$ cat config.mk
export PLATFORM = sky130hd
export DESIGN_NAME = spaced_position_generator
export DESIGN_NICKNAME = d
export VERILOG_FILES = /design/src/hdl/spg_pkg.sv /design/src/hdl/spg_div.sv /design/src/hdl/spg_datapath.sv /design/src/hdl/spg_ctrl.sv /design/src/hdl/spaced_position_generator.sv
export SDC_FILE = /design/constraint.sdc
export NUM_CORES = 1
export LEC_CHECK = 0
export BUFFER_PORTS_ARGS = -buffer_cell sky130_fd_sc_hd__clkbuf_2
export CAP_MARGIN = 15
export CORE_ASPECT_RATIO = 1.1
export CORE_UTILIZATION = 25
export CTS_BUF_LIST = sky130_fd_sc_hd__clkbuf_8 sky130_fd_sc_hd__clkbuf_16
export CTS_CLUSTER_DIAMETER = 40
export DETAILED_ROUTE_END_ITERATION = 10
export SLEW_MARGIN = 5
export SYNTH_ARGS = -nofsm -noshare
export SYNTH_HDL_FRONTEND = slang
export SYNTH_SLANG_ARGS = --single-unit
$ cat constraint.sdc
create_clock -name clk -period 9.4 [get_ports clk]
set_input_delay 0.94 -clock clk [delete_from_list [all_inputs] [get_ports clk]]
set_output_delay 0.94 -clock clk [all_outputs]
set_load 0.1 [all_outputs]
$ cat src/hdl/spg_pkg.sv
// Shared types and constants for the spaced position generator.
// No dependencies; imported by every module of the block except spg_div.
package spg_pkg;

	localparam int MAX_POSITIONS_DEF = 64;
	localparam int POSITION_BITS_DEF = 16;
	localparam int SPACING_BITS      = 16;
	localparam int CFG_INDEX_BITS    = 1;
	localparam int CFG_DATA_BITS     = 16;

	localparam logic [SPACING_BITS-1:0] GAP_LIMIT_RESET = 16'd600;

	typedef enum logic [CFG_INDEX_BITS-1:0] {
		REG_SPACING_MODE = 1'b0,
		REG_GAP_LIMIT    = 1'b1
	} cfg_reg_t;

	typedef enum logic {
		MODE_EVEN     = 1'b0,
		MODE_MAXIMISE = 1'b1
	} spacing_mode_t;

	typedef enum logic [2:0] {
		S_IDLE,
		S_CLASSIFY,
		S_DIV1,
		S_COUNT,
		S_DIV2,
		S_EMIT,
		S_ERROR
	} state_t;

	typedef struct packed {
		logic load;
		logic zero_run;
		logic div_go;
		logic div_sel_gaps;
		logic div1_take;
		logic div2_take;
		logic emit_step;
		logic emit_error;
	} spg_cmd_t;

	typedef struct packed {
		logic bad;
		logic span_zero;
		logic div_done;
		logic too_many;
		logic even_mode;
		logic slot_free;
		logic last_word;
	} spg_status_t;

endpackage

$ cat src/hdl/spg_div.sv
// Restoring divider, one quotient bit per cycle.
// Depends on nothing; used by the datapath for every division of a request.
module spg_div #(
	parameter int DIVIDEND_BITS = 16,
	parameter int DIVISOR_BITS  = 16
) (
	input  logic                     clk,
	input  logic                     arst_n,
	input  logic                     start,
	input  logic [DIVIDEND_BITS-1:0] dividend,
	input  logic [DIVISOR_BITS-1:0]  divisor,
	output logic                     done,
	output logic [DIVIDEND_BITS-1:0] quotient,
	output logic [DIVISOR_BITS-1:0]  remainder
);

	localparam int CW = $clog2(DIVIDEND_BITS + 1);

	logic [DIVIDEND_BITS-1:0] quo_q;
	logic [DIVISOR_BITS-1:0]  rem_q;
	logic [CW-1:0]            cnt_q;
	logic                     busy_q;
	logic                     done_q;
	logic [DIVISOR_BITS:0]    shifted;
	logic [DIVISOR_BITS:0]    diff;
	logic                     fits;

	assign shifted = {rem_q, quo_q[DIVIDEND_BITS-1]};
	assign diff    = shifted - {1'b0, divisor};
	assign fits    = shifted >= {1'b0, divisor};

	always_ff @(posedge clk or negedge arst_n) begin
		if (!arst_n) begin
			busy_q <= 1'b0;
			done_q <= 1'b0;
			cnt_q  <= '0;
		end else if (start) begin
			busy_q <= 1'b1;
			done_q <= 1'b0;
			cnt_q  <= CW'(DIVIDEND_BITS);
		end else if (busy_q) begin
			cnt_q <= cnt_q - CW'(1);
			if (cnt_q == CW'(1)) begin
				busy_q <= 1'b0;
				done_q <= 1'b1;
			end
		end else begin
			done_q <= 1'b0;
		end
	end

	always_ff @(posedge clk) begin
		if (start) begin
			quo_q <= dividend;
			rem_q <= '0;
		end else if (busy_q) begin
			quo_q <= {quo_q[DIVIDEND_BITS-2:0], fits};
			rem_q <= fits ? diff[DIVISOR_BITS-1:0] : shifted[DIVISOR_BITS-1:0];
		end
	end

	assign done      = done_q;
	assign quotient  = quo_q;
	assign remainder = rem_q;

endmodule

$ cat src/hdl/spg_datapath.sv
// Datapath: configuration registers, request registers, position stepping
// and the output register. Depends on spg_pkg and spg_div.
module spg_datapath
	import spg_pkg::*;
#(
	parameter int MAX_POSITIONS = MAX_POSITIONS_DEF,
	parameter int POSITION_BITS = POSITION_BITS_DEF
) (
	input  logic                      clk,
	input  logic                      arst_n,
	input  spg_cmd_t                  cmd,
	output spg_status_t               sts,
	input  logic [POSITION_BITS-1:0]  start_position,
	input  logic [POSITION_BITS-1:0]  end_position,
	input  logic                      out_ready,
	output logic                      out_valid,
	output logic [POSITION_BITS-1:0]  position,
	output logic                      last,
	output logic                      error,
	input  logic                      cfg_valid,
	output logic                      cfg_ready,
	input  logic [CFG_INDEX_BITS-1:0] cfg_index,
	input  logic [CFG_DATA_BITS-1:0]  cfg_data
);

	localparam int PB = POSITION_BITS;
	localparam int IW = $clog2(MAX_POSITIONS);
	localparam int SW = ((PB > SPACING_BITS) ? PB : SPACING_BITS) + 1;

	spacing_mode_t           mode_q;
	logic [SPACING_BITS-1:0] ms_q;
	logic [PB-1:0]           start_q;
	logic [PB-1:0]           end_q;
	logic [PB-1:0]           pos_q;
	logic [IW-1:0]           idx_q;
	logic [IW-1:0]           nlast_q;
	logic                    too_many_q;
	logic [SPACING_BITS-1:0] rem1_q;
	logic [PB-1:0]           step_q;
	logic [SPACING_BITS-1:0] frac_inc_q;
	logic [SPACING_BITS-1:0] frac_q;
	logic                    out_valid_q;
	logic [PB-1:0]           position_q;
	logic                    last_q;
	logic                    error_q;

	logic [PB-1:0]           span;
	logic [SPACING_BITS-1:0] divisor;
	logic                    div_done;
	logic [PB-1:0]           quo;
	logic [SPACING_BITS-1:0] rem;
	logic [PB:0]             gaps;
	logic [SPACING_BITS:0]   frac_sum;
	logic                    carry;
	logic [SPACING_BITS-1:0] frac_next;
	logic [PB:0]             pos_even;
	logic [SW-1:0]           pos_ms;
	logic [SPACING_BITS:0]   left_sum;
	logic [SW-1:0]           pos_half;
	logic [IW:0]             idx_inc;
	logic [IW:0]             idx_inc2;
	logic                    next_last;
	logic                    next_second;
	logic [PB-1:0]           pos_next;

	assign span    = end_q - start_q;
	assign divisor = cmd.div_sel_gaps ? SPACING_BITS'(nlast_q) : ms_q;

	spg_div #(
		.DIVIDEND_BITS(PB),
		.DIVISOR_BITS (SPACING_BITS)
	) u_div (
		.clk      (clk),
		.arst_n   (arst_n),
		.start    (cmd.div_go),
		.dividend (span),
		.divisor  (divisor),
		.done     (div_done),
		.quotient (quo),
		.remainder(rem)
	);

	assign gaps = {1'b0, quo} + (PB+1)'(rem != '0);

	assign frac_sum  = {1'b0, frac_q} + {1'b0, frac_inc_q};
	assign carry     = frac_sum >= (SPACING_BITS+1)'(nlast_q);
	assign frac_next = carry ? SPACING_BITS'(frac_sum - (SPACING_BITS+1)'(nlast_q))
	                         : frac_sum[SPACING_BITS-1:0];
	assign pos_even  = {1'b0, pos_q} + {1'b0, step_q} + (PB+1)'(carry);
	assign pos_ms    = SW'(pos_q) + SW'(ms_q);
	assign left_sum  = {1'b0, ms_q} + {1'b0, rem1_q};
	assign pos_half  = SW'(pos_q) + SW'(left_sum[SPACING_BITS:1]);

	assign idx_inc     = {1'b0, idx_q} + (IW+1)'(1);
	assign idx_inc2    = {1'b0, idx_q} + (IW+1)'(2);
	assign next_last   = idx_inc == {1'b0, nlast_q};
	assign next_second = (idx_inc2 == {1'b0, nlast_q}) && (rem1_q != '0);

	always_comb begin
		priority if (next_last) begin
			pos_next = end_q;
		end else if (mode_q == MODE_EVEN) begin
			pos_next = pos_even[PB-1:0];
		end else if (next_second) begin
			pos_next = pos_half[PB-1:0];
		end else begin
			pos_next = pos_ms[PB-1:0];
		end
	end

	assign cfg_ready = 1'b1;

	always_ff @(posedge clk or negedge arst_n) begin
		if (!arst_n) begin
			mode_q <= MODE_EVEN;
			ms_q   <= GAP_LIMIT_RESET;
		end else if (cfg_valid) begin
			unique case (cfg_index)
				REG_SPACING_MODE: mode_q <= spacing_mode_t'(cfg_data[0]);
				REG_GAP_LIMIT:    ms_q   <= cfg_data[SPACING_BITS-1:0];
				default: ;
			endcase
		end
	end

	always_ff @(posedge clk or negedge arst_n) begin
		if (!arst_n) begin
			idx_q       <= '0;
			nlast_q     <= '0;
			too_many_q  <= 1'b0;
			out_valid_q <= 1'b0;
		end else begin
			if (cmd.load) begin
				idx_q <= '0;
			end else if (cmd.emit_step) begin
				idx_q <= idx_inc[IW-1:0];
			end
			if (cmd.zero_run) begin
				nlast_q <= '0;
			end else if (cmd.div1_take) begin
				nlast_q    <= gaps[IW-1:0];
				too_many_q <= gaps >= (PB+1)'(MAX_POSITIONS);
			end
			if (cmd.emit_step || cmd.emit_error) begin
				out_valid_q <= 1'b1;
			end else if (out_ready) begin
				out_valid_q <= 1'b0;
			end
		end
	end

	always_ff @(posedge clk) begin
		if (cmd.load) begin
			start_q <= start_position;
			end_q   <= end_position;
			pos_q   <= start_position;
			frac_q  <= '0;
		end else if (cmd.emit_step) begin
			pos_q  <= pos_next;
			frac_q <= frac_next;
		end
		if (cmd.div1_take) begin
			rem1_q <= rem;
		end
		if (cmd.div2_take) begin
			step_q     <= quo;
			frac_inc_q <= rem;
		end
		if (cmd.emit_step) begin
			position_q <= pos_q;
			last_q     <= idx_q == nlast_q;
			error_q    <= 1'b0;
		end else if (cmd.emit_error) begin
			position_q <= '0;
			last_q     <= 1'b1;
			error_q    <= 1'b1;
		end
	end

	assign sts.bad       = (start_q > end_q) || (ms_q == '0);
	assign sts.span_zero = start_q == end_q;
	assign sts.div_done  = div_done;
	assign sts.too_many  = too_many_q;
	assign sts.even_mode = mode_q == MODE_EVEN;
	assign sts.slot_free = !out_valid_q || out_ready;
	assign sts.last_word = idx_q == nlast_q;

	assign out_valid = out_valid_q;
	assign position  = position_q;
	assign last      = last_q;
	assign error     = error_q;

endmodule

$ cat src/hdl/spg_ctrl.sv
// Controller state machine: sequences checks, divisions and the emit run.
// Depends on spg_pkg; drives the datapath through spg_cmd_t.
module spg_ctrl
	import spg_pkg::*;
(
	input  logic        clk,
	input  logic        arst_n,
	input  logic        in_valid,
	output logic        in_ready,
	input  spg_status_t sts,
	output spg_cmd_t    cmd
);

	state_t state_q;
	state_t state_d;

	always_ff @(posedge clk or negedge arst_n) begin
		if (!arst_n) begin
			state_q <= S_IDLE;
		end else begin
			state_q <= state_d;
		end
	end

	always_comb begin
		state_d  = state_q;
		cmd      = '0;
		in_ready = 1'b0;
		unique case (state_q)
			S_IDLE: begin
				in_ready = 1'b1;
				if (in_valid) begin
					cmd.load = 1'b1;
					state_d  = S_CLASSIFY;
				end
			end
			S_CLASSIFY: begin
				priority if (sts.bad) begin
					state_d = S_ERROR;
				end else if (sts.span_zero) begin
					cmd.zero_run = 1'b1;
					state_d      = S_EMIT;
				end else begin
					cmd.div_go = 1'b1;
					state_d    = S_DIV1;
				end
			end
			S_DIV1: begin
				if (sts.div_done) begin
					cmd.div1_take = 1'b1;
					state_d       = S_COUNT;
				end
			end
			S_COUNT: begin
				priority if (sts.too_many) begin
					state_d = S_ERROR;
				end else if (sts.even_mode) begin
					cmd.div_go       = 1'b1;
					cmd.div_sel_gaps = 1'b1;
					state_d          = S_DIV2;
				end else begin
					state_d = S_EMIT;
				end
			end
			S_DIV2: begin
				cmd.div_sel_gaps = 1'b1;
				if (sts.div_done) begin
					cmd.div2_take = 1'b1;
					state_d       = S_EMIT;
				end
			end
			S_EMIT: begin
				if (sts.slot_free) begin
					cmd.emit_step = 1'b1;
					if (sts.last_word) begin
						state_d = S_IDLE;
					end
				end
			end
			S_ERROR: begin
				if (sts.slot_free) begin
					cmd.emit_error = 1'b1;
					state_d        = S_IDLE;
				end
			end
			default: state_d = S_IDLE;
		endcase
	end

endmodule

$ cat src/hdl/spaced_position_generator.sv
// Sequence: a check of the request, one division on the shared divider and a counting step;
// in even mode a second division follows, in maximise mode the emit run follows directly.
// A zero span skips the divisions; a bad request or too many positions gives one error word.
// Throughput: one request at a time, one word per cycle while out_ready is high; the next
// request is taken once the last word of its run has been emitted.
// Reset: asynchronous, active low; clears control state, mode to even, gap limit 600.
module spaced_position_generator
	import spg_pkg::*;
#(
	parameter int MAX_POSITIONS = MAX_POSITIONS_DEF,
	parameter int POSITION_BITS = POSITION_BITS_DEF
) (
	input  logic                      clk,
	input  logic                      arst_n,
	input  logic                      in_valid,
	output logic                      in_ready,
	input  logic [POSITION_BITS-1:0]  start_position,
	input  logic [POSITION_BITS-1:0]  end_position,
	output logic                      out_valid,
	input  logic                      out_ready,
	output logic [POSITION_BITS-1:0]  position,
	output logic                      last,
	output logic                      error,
	input  logic                      cfg_valid,
	output logic                      cfg_ready,
	input  logic [CFG_INDEX_BITS-1:0] cfg_index,
	input  logic [CFG_DATA_BITS-1:0]  cfg_data
);

	spg_cmd_t    cmd;
	spg_status_t sts;

	spg_ctrl u_ctrl (
		.clk     (clk),
		.arst_n  (arst_n),
		.in_valid(in_valid),
		.in_ready(in_ready),
		.sts     (sts),
		.cmd     (cmd)
	);

	spg_datapath #(
		.MAX_POSITIONS(MAX_POSITIONS),
		.POSITION_BITS(POSITION_BITS)
	) u_dp (
		.clk           (clk),
		.arst_n        (arst_n),
		.cmd           (cmd),
		.sts           (sts),
		.start_position(start_position),
		.end_position  (end_position),
		.out_ready     (out_ready),
		.out_valid     (out_valid),
		.position      (position),
		.last          (last),
		.error         (error),
		.cfg_valid     (cfg_valid),
		.cfg_ready     (cfg_ready),
		.cfg_index     (cfg_index),
		.cfg_data      (cfg_data)
	);

endmodule

Yosys cells after proc, flatten, opt, wreduce, memory -nomap -nowiden
Cells that the tools add are included.
Storage, ports and cells
  register bits after elaboration: 203
  input port bits: 54
  output and inout bits: 21
  word-level logic and storage cells: 133
Cells by class
  $add $sub $neg: 13
  order comparisons: 4
  equality and inequality tests: 18
  multiplexer cells: 56
  bitwise gates (word level): 2
  reduce and logical (&&, ||, !) cells: 18
Operator list (number)
  $mux W16: 12
  $add A16 B16 Y16: 3
  $add A16 B16 Y17: 2
  $reduce_bool A16 Y1: 2
  $sub A16 B16 Y16: 2
  $mux W3: 8
  $mux W6: 4
  $mux W1: 23
  $pmux W3 S7: 1
  $add A16 B1 Y17: 1
  $ge A17 B16 Y1: 1
  $ge A17 B6 Y1: 1
  $ge A17 B7 Y1 const B: 1
  $add A16 B1 Y16: 1
  $eq A16 B16 Y1: 1
  $gt A16 B16 Y1: 1
  $logic_not A16 Y1: 1
  $sub A16 B6 Y16: 1
  $eq A7 B6 Y1: 2
  $mux W5: 2
  $reduce_bool A2 Y1: 5
  $eq A3 B3 Y1 const B: 3
  $mux W2: 4
  $ne A2 B2 Y1 const B: 4
  other kinds (17): 25

Longest topological paths before layout
Gate-level depths: netlist of run 1.
  word-level depth: 8
  depth in mapped cells: 23
  mapped depth without buffers: 22

By module
From an unflattened synthesis of run 1, not the netlist that was laid out.
Second synthesis, totals
  cell total of the unflattened synthesis: 1423
  area, all modules: 13875.8 sq um
Modules (own cells, without submodules)
  spg_datapath: instances 1, cells an instance 1071, area an instance 10755.3 sq um, seq. area each 4514.3 sq um
  spg_div: instances 1, cells an instance 305, area an instance 2803.9 sq um, seq. area each 975.9 sq um
  spg_ctrl: instances 1, cells an instance 47, area an instance 316.6 sq um, seq. area each 75.1 sq um

Least setup slack after synthesis of run 1
Ideal clock, no wire load.
  path kind: register -> register
  from: register u_dp.frac_inc_q[0]
  to: register u_dp.pos_q[14], data pin
  library setup time: 0.264 ns
  data arrival time: 4.965 ns
  data required time: 9.136 ns
  slack: 4.171 ns
  stages on the path, launching flop included: 24
  path buffers: 1
  clock period less this slack: 5.229 ns
  cells stage by stage: edfxtp_1 > ha_1 > fa_1 > a21o_1 > a21oi_1 > xnor2_1 > ha_1 > and4_1 > nand3_1 > o21bai_1 > or3b_2 > nor4_4 > buf_6 > fa_1 > fa_1 > nor2b_1 > o21a_1 > o21ai_0 > a211oi_1 > o31ai_1 > o21ai_0 > xor2_1 > o21ai_0 > a31oi_1
Between the ends
  word-level cells in the longest chain between the ends: 7
Ends and longest elaborated chain
  start, declared: RTL line spg_datapath.sv:40  | logic [SPACING_BITS-1:0] frac_inc_q;
  start signal, assigned: RTL line spg_datapath.sv:167  | frac_inc_q <= rem;
  $add A16 B16 Y17: RTL line spg_datapath.sv:85  | assign frac_sum = {1'b0, frac_q} + {1'b0, frac_inc_q};
  $ge A17 B6 Y1: RTL line spg_datapath.sv:86  | assign carry = frac_sum >= (SPACING_BITS+1)'(nlast_q);
  $add A16 B1 Y16: RTL line spg_datapath.sv:89  | assign pos_even = {1'b0, pos_q} + {1'b0, step_q} + (PB+1)'(carry);
  $mux W16: RTL line spg_datapath.sv:102  | end else if (mode_q == MODE_EVEN) begin
  $mux W16: RTL line spg_datapath.sv:100  | priority if (next_last) begin
  $mux W16: RTL line spg_datapath.sv:158  | end else if (cmd.emit_step) begin
  $mux W16: RTL line spg_datapath.sv:153  | if (cmd.load) begin
  end signal, assigned: RTL line spg_datapath.sv:156  | pos_q <= start_position;
  end signal, assigned: RTL line spg_datapath.sv:159  | pos_q <= pos_next;
  end, declared: RTL line spg_datapath.sv:34  | logic [PB-1:0] pos_q;
No other way between the ends. The select of a mux whose other input is x is not followed.
A chain may end at the register's enable or synchronous reset.

Worst setup path in the final report of run 1
Same ends and word-level chain as after synthesis.

==> impl_metrics.json, run 1 <==
{
  "required_ps": 9660,
  "synth_top_area_cell": "edfxtp_1",
  "avgViaCountPerCell": 5.06,
  "ys_ff_latch": 203,
  "vias": 10937,
  "path_cells": "ha_1 > fa_1 > a211oi_2 > o211ai_1 > and3_1 > o2111ai_2 > o21bai_1 > or3b_2 > nor4_4 > buf_4 > fa_1 > fa_1 > nor2b_1 > o21a_1 > o21ai_0 > a211oi_1 > o31ai_1 > o21ai_0 > xor2_1 > o21ai_0 > a31oi_1",
  "cp_num_buf_inv": 1,
  "antenna_found_initial": 0,
  "cell_internal_pwr_mw": 1.85,
  "p_leak_nw": 6.55,
  "drcViolationCount": 0,
  "first_iter_violations": 774,
  "skew_ps": 17.6,
  "crit_type": "reg2reg",
  "row_count": 88,
  "synth_compound_area_frac": 0.191,
  "grt_max_degree": 57,
  "hold_path.startpoint": "u_dp.frac_q[4]$_SDFFE_PP0P_",
  "crit_path_max_fanout": 16,
  "synth_xor_area_frac": 0.0606,
  "p_seq_frac": 0.398,
  "die_h_microns": 245,
  "fin_nets": 1625,
  "tightestPinTransition_ps": 1080,
  "root_buffer": "clkbuf_16",
  "hpwlAfterDp_microns": 29000,
  "drive_gt1_frac": 0.136,
  "final_max_slew_viol_count": 0,
  "core-area_sq_um": 52600,
  "grt_pass1_wl_microns": 60300,
  "pwr-share-comb": 0.072,
  "synthFlopType": "edfxtp_1",
  "hold_end": "u_dp.frac_q[4]$_SDFFE_PP0P_",
  "cts_tree": "built",
  "place.gp.congestion": 0.878,
  "tns_ps": 0,
  "synth_cells": 1385,
  "syn_area_sq_um": 13400,
  "grt_use_met3": 0.0172,
  "clock_sink_count": 203,
  "synth_top_area_frac": 0.289,
  "synth_fa_ha_area_frac": 0.109,
  "switchingPower_mw": 0.620,
  "clk_pin_slew_ps": 60,
  "routedWlPerCell_microns": 17.8,
  "cp_data_arrival_time_ps": 6150,
  "synth.distinct_cells": 83,
  "ant_nets": 0,
  "rsz0062_at_grt": "no",
  "grt_util_met2": 0.228,
  "hold_depth": 2,
  "yosys-top-cells-area": "edfxtp_1 (29%), ha_1 (9.7%), dfrtp_1 (6.9%)",
  "die_area_sq_um": 54500,
  "cts-hold-fix-buffers": 0,
  "cpPeakStageDelay_ps": 500,
  "clk_path_buf_depth": 3,
  "clk_latency_ps": 520,
  "synth-simple-area-share": 0.163,
  "power_mw": 2.47,
  "ctsResizeCount": 0,
  "first_global_vias": 10629,
  "antenna_cells": 0,
  "num_io_pins": 75,
  "yosys_warnings": 0,
  "fmax_mhz": 170,
  "setup_viol_count_final": 0,
  "synth_top_family_by_area": "compound AO/OA/AOI/OAI gates",
  "period_share": 0.627,
  "maxCapViolCount": 0,
  "cts_made_buffers": 34,
  "hold_viol_final": 0,
  "ir_drop_v": 0.000119,
  "cpLargestDelayFamily": "compound AO/OA/AOI/OAI gates",
  "initial_utilization": 0.255,
  "port_buffers": 73,
  "grt_util_met1": 0.191,
  "track_usage": 0.140,
  "period_minus_slack_ps": 5890,
  "seq_area_sq_um": 5570,
  "async_flop_share": 0.202,
  "synth_mux_area_frac": 0.0295,
  "r2r_end": "u_dp.pos_q[14]$_DFFE_PP_",
  "rrSetupSlack_ps": 3510,
  "endpoint_kind": "flip-flop",
  "synth_fp_nets": 1551,
  "multi_input_area_sq_um": 7490,
  "syn_to_final_growth_pct": 17.8,
  "swShare": 0.251,
  "seq_area_frac_synth": 0.415,
  "fillers": 5453,
  "clockPowerShare": 0.531,
  "drt_wl_total_microns": 38500,
  "drt_first_pass_iters": 5,
  "grt_busiest_layer": "met2",
  "start_kind": "flip-flop",
  "slew_headroom": 0.280,
  "fp.dieW_microns": 223,
  "hold_class": "reg2reg",
  "htreeDepth": 2,
  "post_cts_buffers": 0,
  "postSynthAreaPerCell_sq_um": 9.67,
  "synth_edf_count": 129,
  "r2r_cells": 21,
  "slowest_stage": "or3b_2",
  "pwr_density_cell_nw_per_um2": 157,
  "grt-ovfl-total": 0,
  "run_status": "complete, no violations",
  "r2r-start": "u_dp.frac_inc_q[0]$_DFFE_PP_"
}
power groups by stage:
stage	Combinational, mW	Clock, mW	Sequential, mW
finish	0.177	1.31	0.984
global route	0.198	1.38	0.985
CTS	0.178	1.34	0.983
detailed placement	0.177	0	1.00
global placement	0.173	0	1.00
floorplan	0.126	0	0.987
metal layers:
metal / vias to the layer above / part of all wire / wire (microns)
li1: 5318 / - / -
met1: 5234 / 0.46 / 17800
met2: 317 / 0.46 / 17700
met3: 68 / 0.053 / 2050
met4: 0 / 0.026 / 993
met5: - / 0 / 0
synth_stat cells (all sizes together) (17+ instances only):
cell      n
and3     18
nand3    33
dfxtp    33
mux2     20
o21ai   125
xnor2    54
nor3     35
clkbuf   39
inv      58
a21oi    95
dfrtp    37
a21o     30
o211ai   17
nand2   143
mux2i    17
ha      104
nor2     83
and2     26
edfxtp  129
xor2     36
cell usage in the layout, fill, tap and decap left out, types with 33 or more instances in the layout:
master     synthesis  layout
a21oi_1           95      94
clkbuf_16          0      38
clkbuf_2           0      73
dfrtp_1           37      37
dfxtp_1           33      33
edfxtp_1         129     129
ha_1             104     104
inv_1             58      60
nand2_1          143     143
nand3_1           33      33
nor2_1            83      81
nor3_1            34      34
o21ai_0          122     121
xnor2_1           54      54
xor2_1            36      36
tightest hold or removal path: stages, from the launching register on:
cell	delay (ps)
dfxtp_1	310
nand2_1	50
o21ai_1	50
worst max path at each step:
stage | start | to | slack (ps) | cells after the start
2_1_floorplan | u_dp.frac_inc_q[0]$_DFFE_PP_ | u_dp.pos_q[14]$_DFFE_PP_ | 4170 | 23
4_1_cts | u_dp.frac_inc_q[0]$_DFFE_PP_ | u_dp.pos_q[14]$_DFFE_PP_ | 3520 | 21
3_5_place_dp | u_dp.frac_inc_q[0]$_DFFE_PP_ | u_dp.pos_q[14]$_DFFE_PP_ | 3500 | 21
5_1_grt | u_dp.frac_inc_q[0]$_DFFE_PP_ | u_dp.pos_q[14]$_DFFE_PP_ | 3120 | 21
3_3_place_gp | u_dp.frac_inc_q[0]$_DFFE_PP_ | u_dp.pos_q[14]$_DFFE_PP_ | 3620 | 21
6_report | u_dp.frac_inc_q[0]$_DFFE_PP_ | u_dp.pos_q[14]$_DFFE_PP_ | 3510 | 21
flip-flops by register name (all words and copies together) (netlist names):
name                  count
u_dp.u_div.busy_q         1
u_dp.frac_q              16
u_dp.rem1_q              16
u_dp.position            16
u_dp.idx_q                6
u_dp.start_q             16
u_dp.u_div.quotient      16
u_dp.end_q               16
u_dp.error                1
u_dp.too_many_q           1
u_dp.out_valid            1
u_ctrl.state_q            3
u_dp.nlast_q              6
u_dp.u_div.remainder     16
u_dp.step_q              16
u_dp.ms_q                16
u_dp.pos_q               16
u_dp.frac_inc_q          16
u_dp.last                 1
u_dp.u_div.done           1
u_dp.u_div.cnt_q          5
u_dp.mode_q               1
final cells by class:
cell class	instances	share of cell area
clock buffers	39	0.0612
clock inverters	23	0.0155
inverters	58	0.0138
multi-input cells	1078	0.475
flip-flops and latches	203	0.353
well taps	675	0.0535
repair buffers	84	0.0286
through the flow:
step / instances / setup slack, ps / util / area, sq um / hold slack (ps)
2_1_floorplan: 1385 / 4170 / - / 13400 / 432
3_3_place_gp: 2097 / 3620 / 0.277 / 14600 / 445
3_5_place_dp: 2097 / 3500 / 0.277 / 14600 / 450
4_1_cts: 2159 / 3520 / 0.299 / 15800 / 460
5_1_grt: 2160 / 3120 / 0.300 / 15800 / 495
6_report: 2160 / 3510 / 0.300 / 15800 / 456
cell families after synthesis:
group           after synthesis
compound gates              399
xor+xnor                     91
fa+ha+maj                   112
buf+inv                     104
flops                       203
mux                          37
other cells                   1
simple gates                438
(Power assumes the default switching activity.)
==> inputs of run 2 (changes only) <==
Clock period 9.4 ns to 5.8 ns, I/O delays scaled along.
==> impl_metrics.json, run 2 (same netlist as run 1, synthesis figures left out) <==
{
  "period_share": 0.935,
  "place_area_sq_um": 14600,
  "fp.dieW_microns": 223,
  "clk_latency_ps": 540,
  "skew_ps": 20.5,
  "rsz0062_at_grt": "no",
  "cts_made_buffers": 34,
  "setup_viol_count_final": 0,
  "p_leak_nw": 6.55,
  "crit_path_max_fanout": 6,
  "grt_util_met2": 0.226,
  "final_max_slew_viol_count": 0,
  "maxCapViolCount": 0,
  "hold_class": "in2async",
  "crit_type": "reg2reg",
  "die_h_microns": 245,
  "r2r-start": "u_dp.frac_inc_q[0]$_DFFE_PP_",
  "root_buffer": "clkbuf_16",
  "grt_busiest_layer": "met2",
  "endpoint_kind": "flip-flop",
  "grt_util_met1": 0.190,
  "port_buffers": 73,
  "place.gp.congestion": 0.885,
  "die_area_sq_um": 54500,
  "core-area_sq_um": 52600,
  "required_ps": 6070,
  "r2r_cells": 20,
  "fin_area_sq_um": 15800,
  "critPathLaunch": "u_dp.frac_inc_q[0]$_DFFE_PP_",
  "avgViaCountPerCell": 5.08,
  "slew_headroom": 0.317,
  "drcViolationCount": 0,
  "rrSetupSlack_ps": 380,
  "run_status": "complete, no violations",
  "initial_utilization": 0.255,
  "post_cts_buffers": 0,
  "period_minus_slack_ps": 5420,
  "antenna_found_initial": 0,
  "clock_sink_count": 203,
  "routedWlPerCell_microns": 17.7,
  "cp-endpoint": "u_dp.pos_q[14]$_DFFE_PP_",
  "row_count": 88,
  "drive_gt1_frac": 0.142,
  "clk_pin_slew_ps": 60,
  "tns_ps": 0,
  "ir_drop_v": 0.000162,
  "cts_tree": "built",
  "fmax_mhz": 184,
  "final_cell_mix": "nand2_1 (143), edfxtp_1 (129), o21ai_0 (121)",
  "htreeDepth": 2,
  "cp_data_arrival_time_ps": 5700,
  "track_usage": 0.140,
  "grt_max_degree": 52,
  "antenna_cells": 0,
  "grt_use_met3": 0.0170,
  "num_io_pins": 75,
  "fin_nets": 1633,
  "setup_ws_ps": 377,
  "hpwlAfterDp_microns": 29200,
  "first_iter_violations": 670,
  "start_kind": "flip-flop",
  "syn_to_final_growth_pct": 18.0,
  "fillers": 5429,
  "first_global_vias": 10867,
  "grt_pass1_wl_microns": 60300,
  "layout.cells.non_filler": 2168,
  "pwr_density_cell_nw_per_um2": 250,
  "drt_first_pass_iters": 5,
  "drt_wl_total_microns": 38400,
  "grt-ovfl-total": 0,
  "vias": 11018,
  "r2r_end": "u_dp.pos_q[14]$_DFFE_PP_",
  "dp.cells": 2105,
  "ant_nets": 0,
  "clk_path_buf_depth": 3,
  "hold_viol_final": 0,
  "tightestPinTransition_ps": 1020,
  "place_ws_ps": 322,
  "final_common_cell": "nand2_1"
}
run 2: changes by cell type in the layout (fill, tap and decap cells not counted), moves of 2 or more:
cell	delta
buf_4	+8
clkbuf_16	-4
inv_1	-3
inv_8	+3
clkinv_1	+2
clkinvlp_4	+2
run 2: metrics by stage:
step / hold slack [ps] / power [mW] / utilization
after global routing: 185 / 4.09 / 0.300
after global placement: 444 / 1.91 / 0.278
after CTS: 152 / 3.99 / 0.300
final: 121 / 3.96 / 0.300
after floorplan: 284 / 1.80 / -
after detailed placement: 450 / 1.91 / 0.278
run 2: area by class of cell:
cell class	instances	area (sq um)	area share
clock inverter	27	300	0.0190
sequential	203	5570	0.352
timing repair buffer	92	512	0.0324
clock buffer	35	865	0.0547
inverter	58	218	0.0138
tap	675	845	0.0534
multi-input combinational	1078	7500	0.475
run 2: worst min path at each step:
stage | cells after the start | slack, ps | end | start
detailed placement | 2 | 450 | u_dp.frac_q[4]$_SDFFE_PP0P_ | u_dp.frac_q[4]$_SDFFE_PP0P_
CTS | 2 | 150 | u_dp.idx_q[0]$_DFFE_PN0P_ | arst_n
global placement | 2 | 440 | u_dp.frac_q[4]$_SDFFE_PP0P_ | u_dp.frac_q[4]$_SDFFE_PP0P_
global route | 2 | 180 | u_dp.idx_q[4]$_DFFE_PN0P_ | arst_n
floorplan | 0 | 280 | u_ctrl.state_q[0]$_DFFE_PN0P_ | arst_n
finish | 2 | 120 | u_dp.idx_q[4]$_DFFE_PN0P_ | arst_n
run 2: repair_timing:
| item | 4_1_cts | 5_1_grt |
|---|---|---|
| endpoints found under the hold margin | 0 | 0 |
| hold buffers | 0 | 0 |
| resized for setup | 0 | 2 |
| endpoints found under the setup margin | 0 | 2 |
run 2: routing by layer:
| layer | wire [microns] | vias to the layer above |
|---|---|---|
| met5 | 0 | - |
| met4 | 1240 | 0 |
| met3 | 1860 | 76 |
| met2 | 17400 | 314 |
| met1 | 17900 | 5304 |
| li1 | - | 5324 |
run 2: critical path, stage by stage, from the launching register on:
cell and delay [ps]:
edfxtp_1 360, ha_1 230, fa_1 450, a211oi_2 280, o211ai_1 240, and3_4 250, a2111oi_4 330, xnor2_1 220
nand4bb_4 310, nor4_4 370, fa_1 310, fa_1 210, nor2b_1 60, o21a_1 200, o21ai_0 230, a211oi_1 140
o31ai_1 390, o21ai_0 180, xor2_1 160, o21ai_0 140, a31oi_1 90
run 2: report_power, final:
part / switching, mW / internal (mW) / total [mW]
Combinational: 0.157 / 0.130 / 0.287
Sequential: 0.0450 / 1.55 / 1.60
Clock: 0.840 / 1.23 / 2.07
Total: 1.04 / 2.92 / 3.96
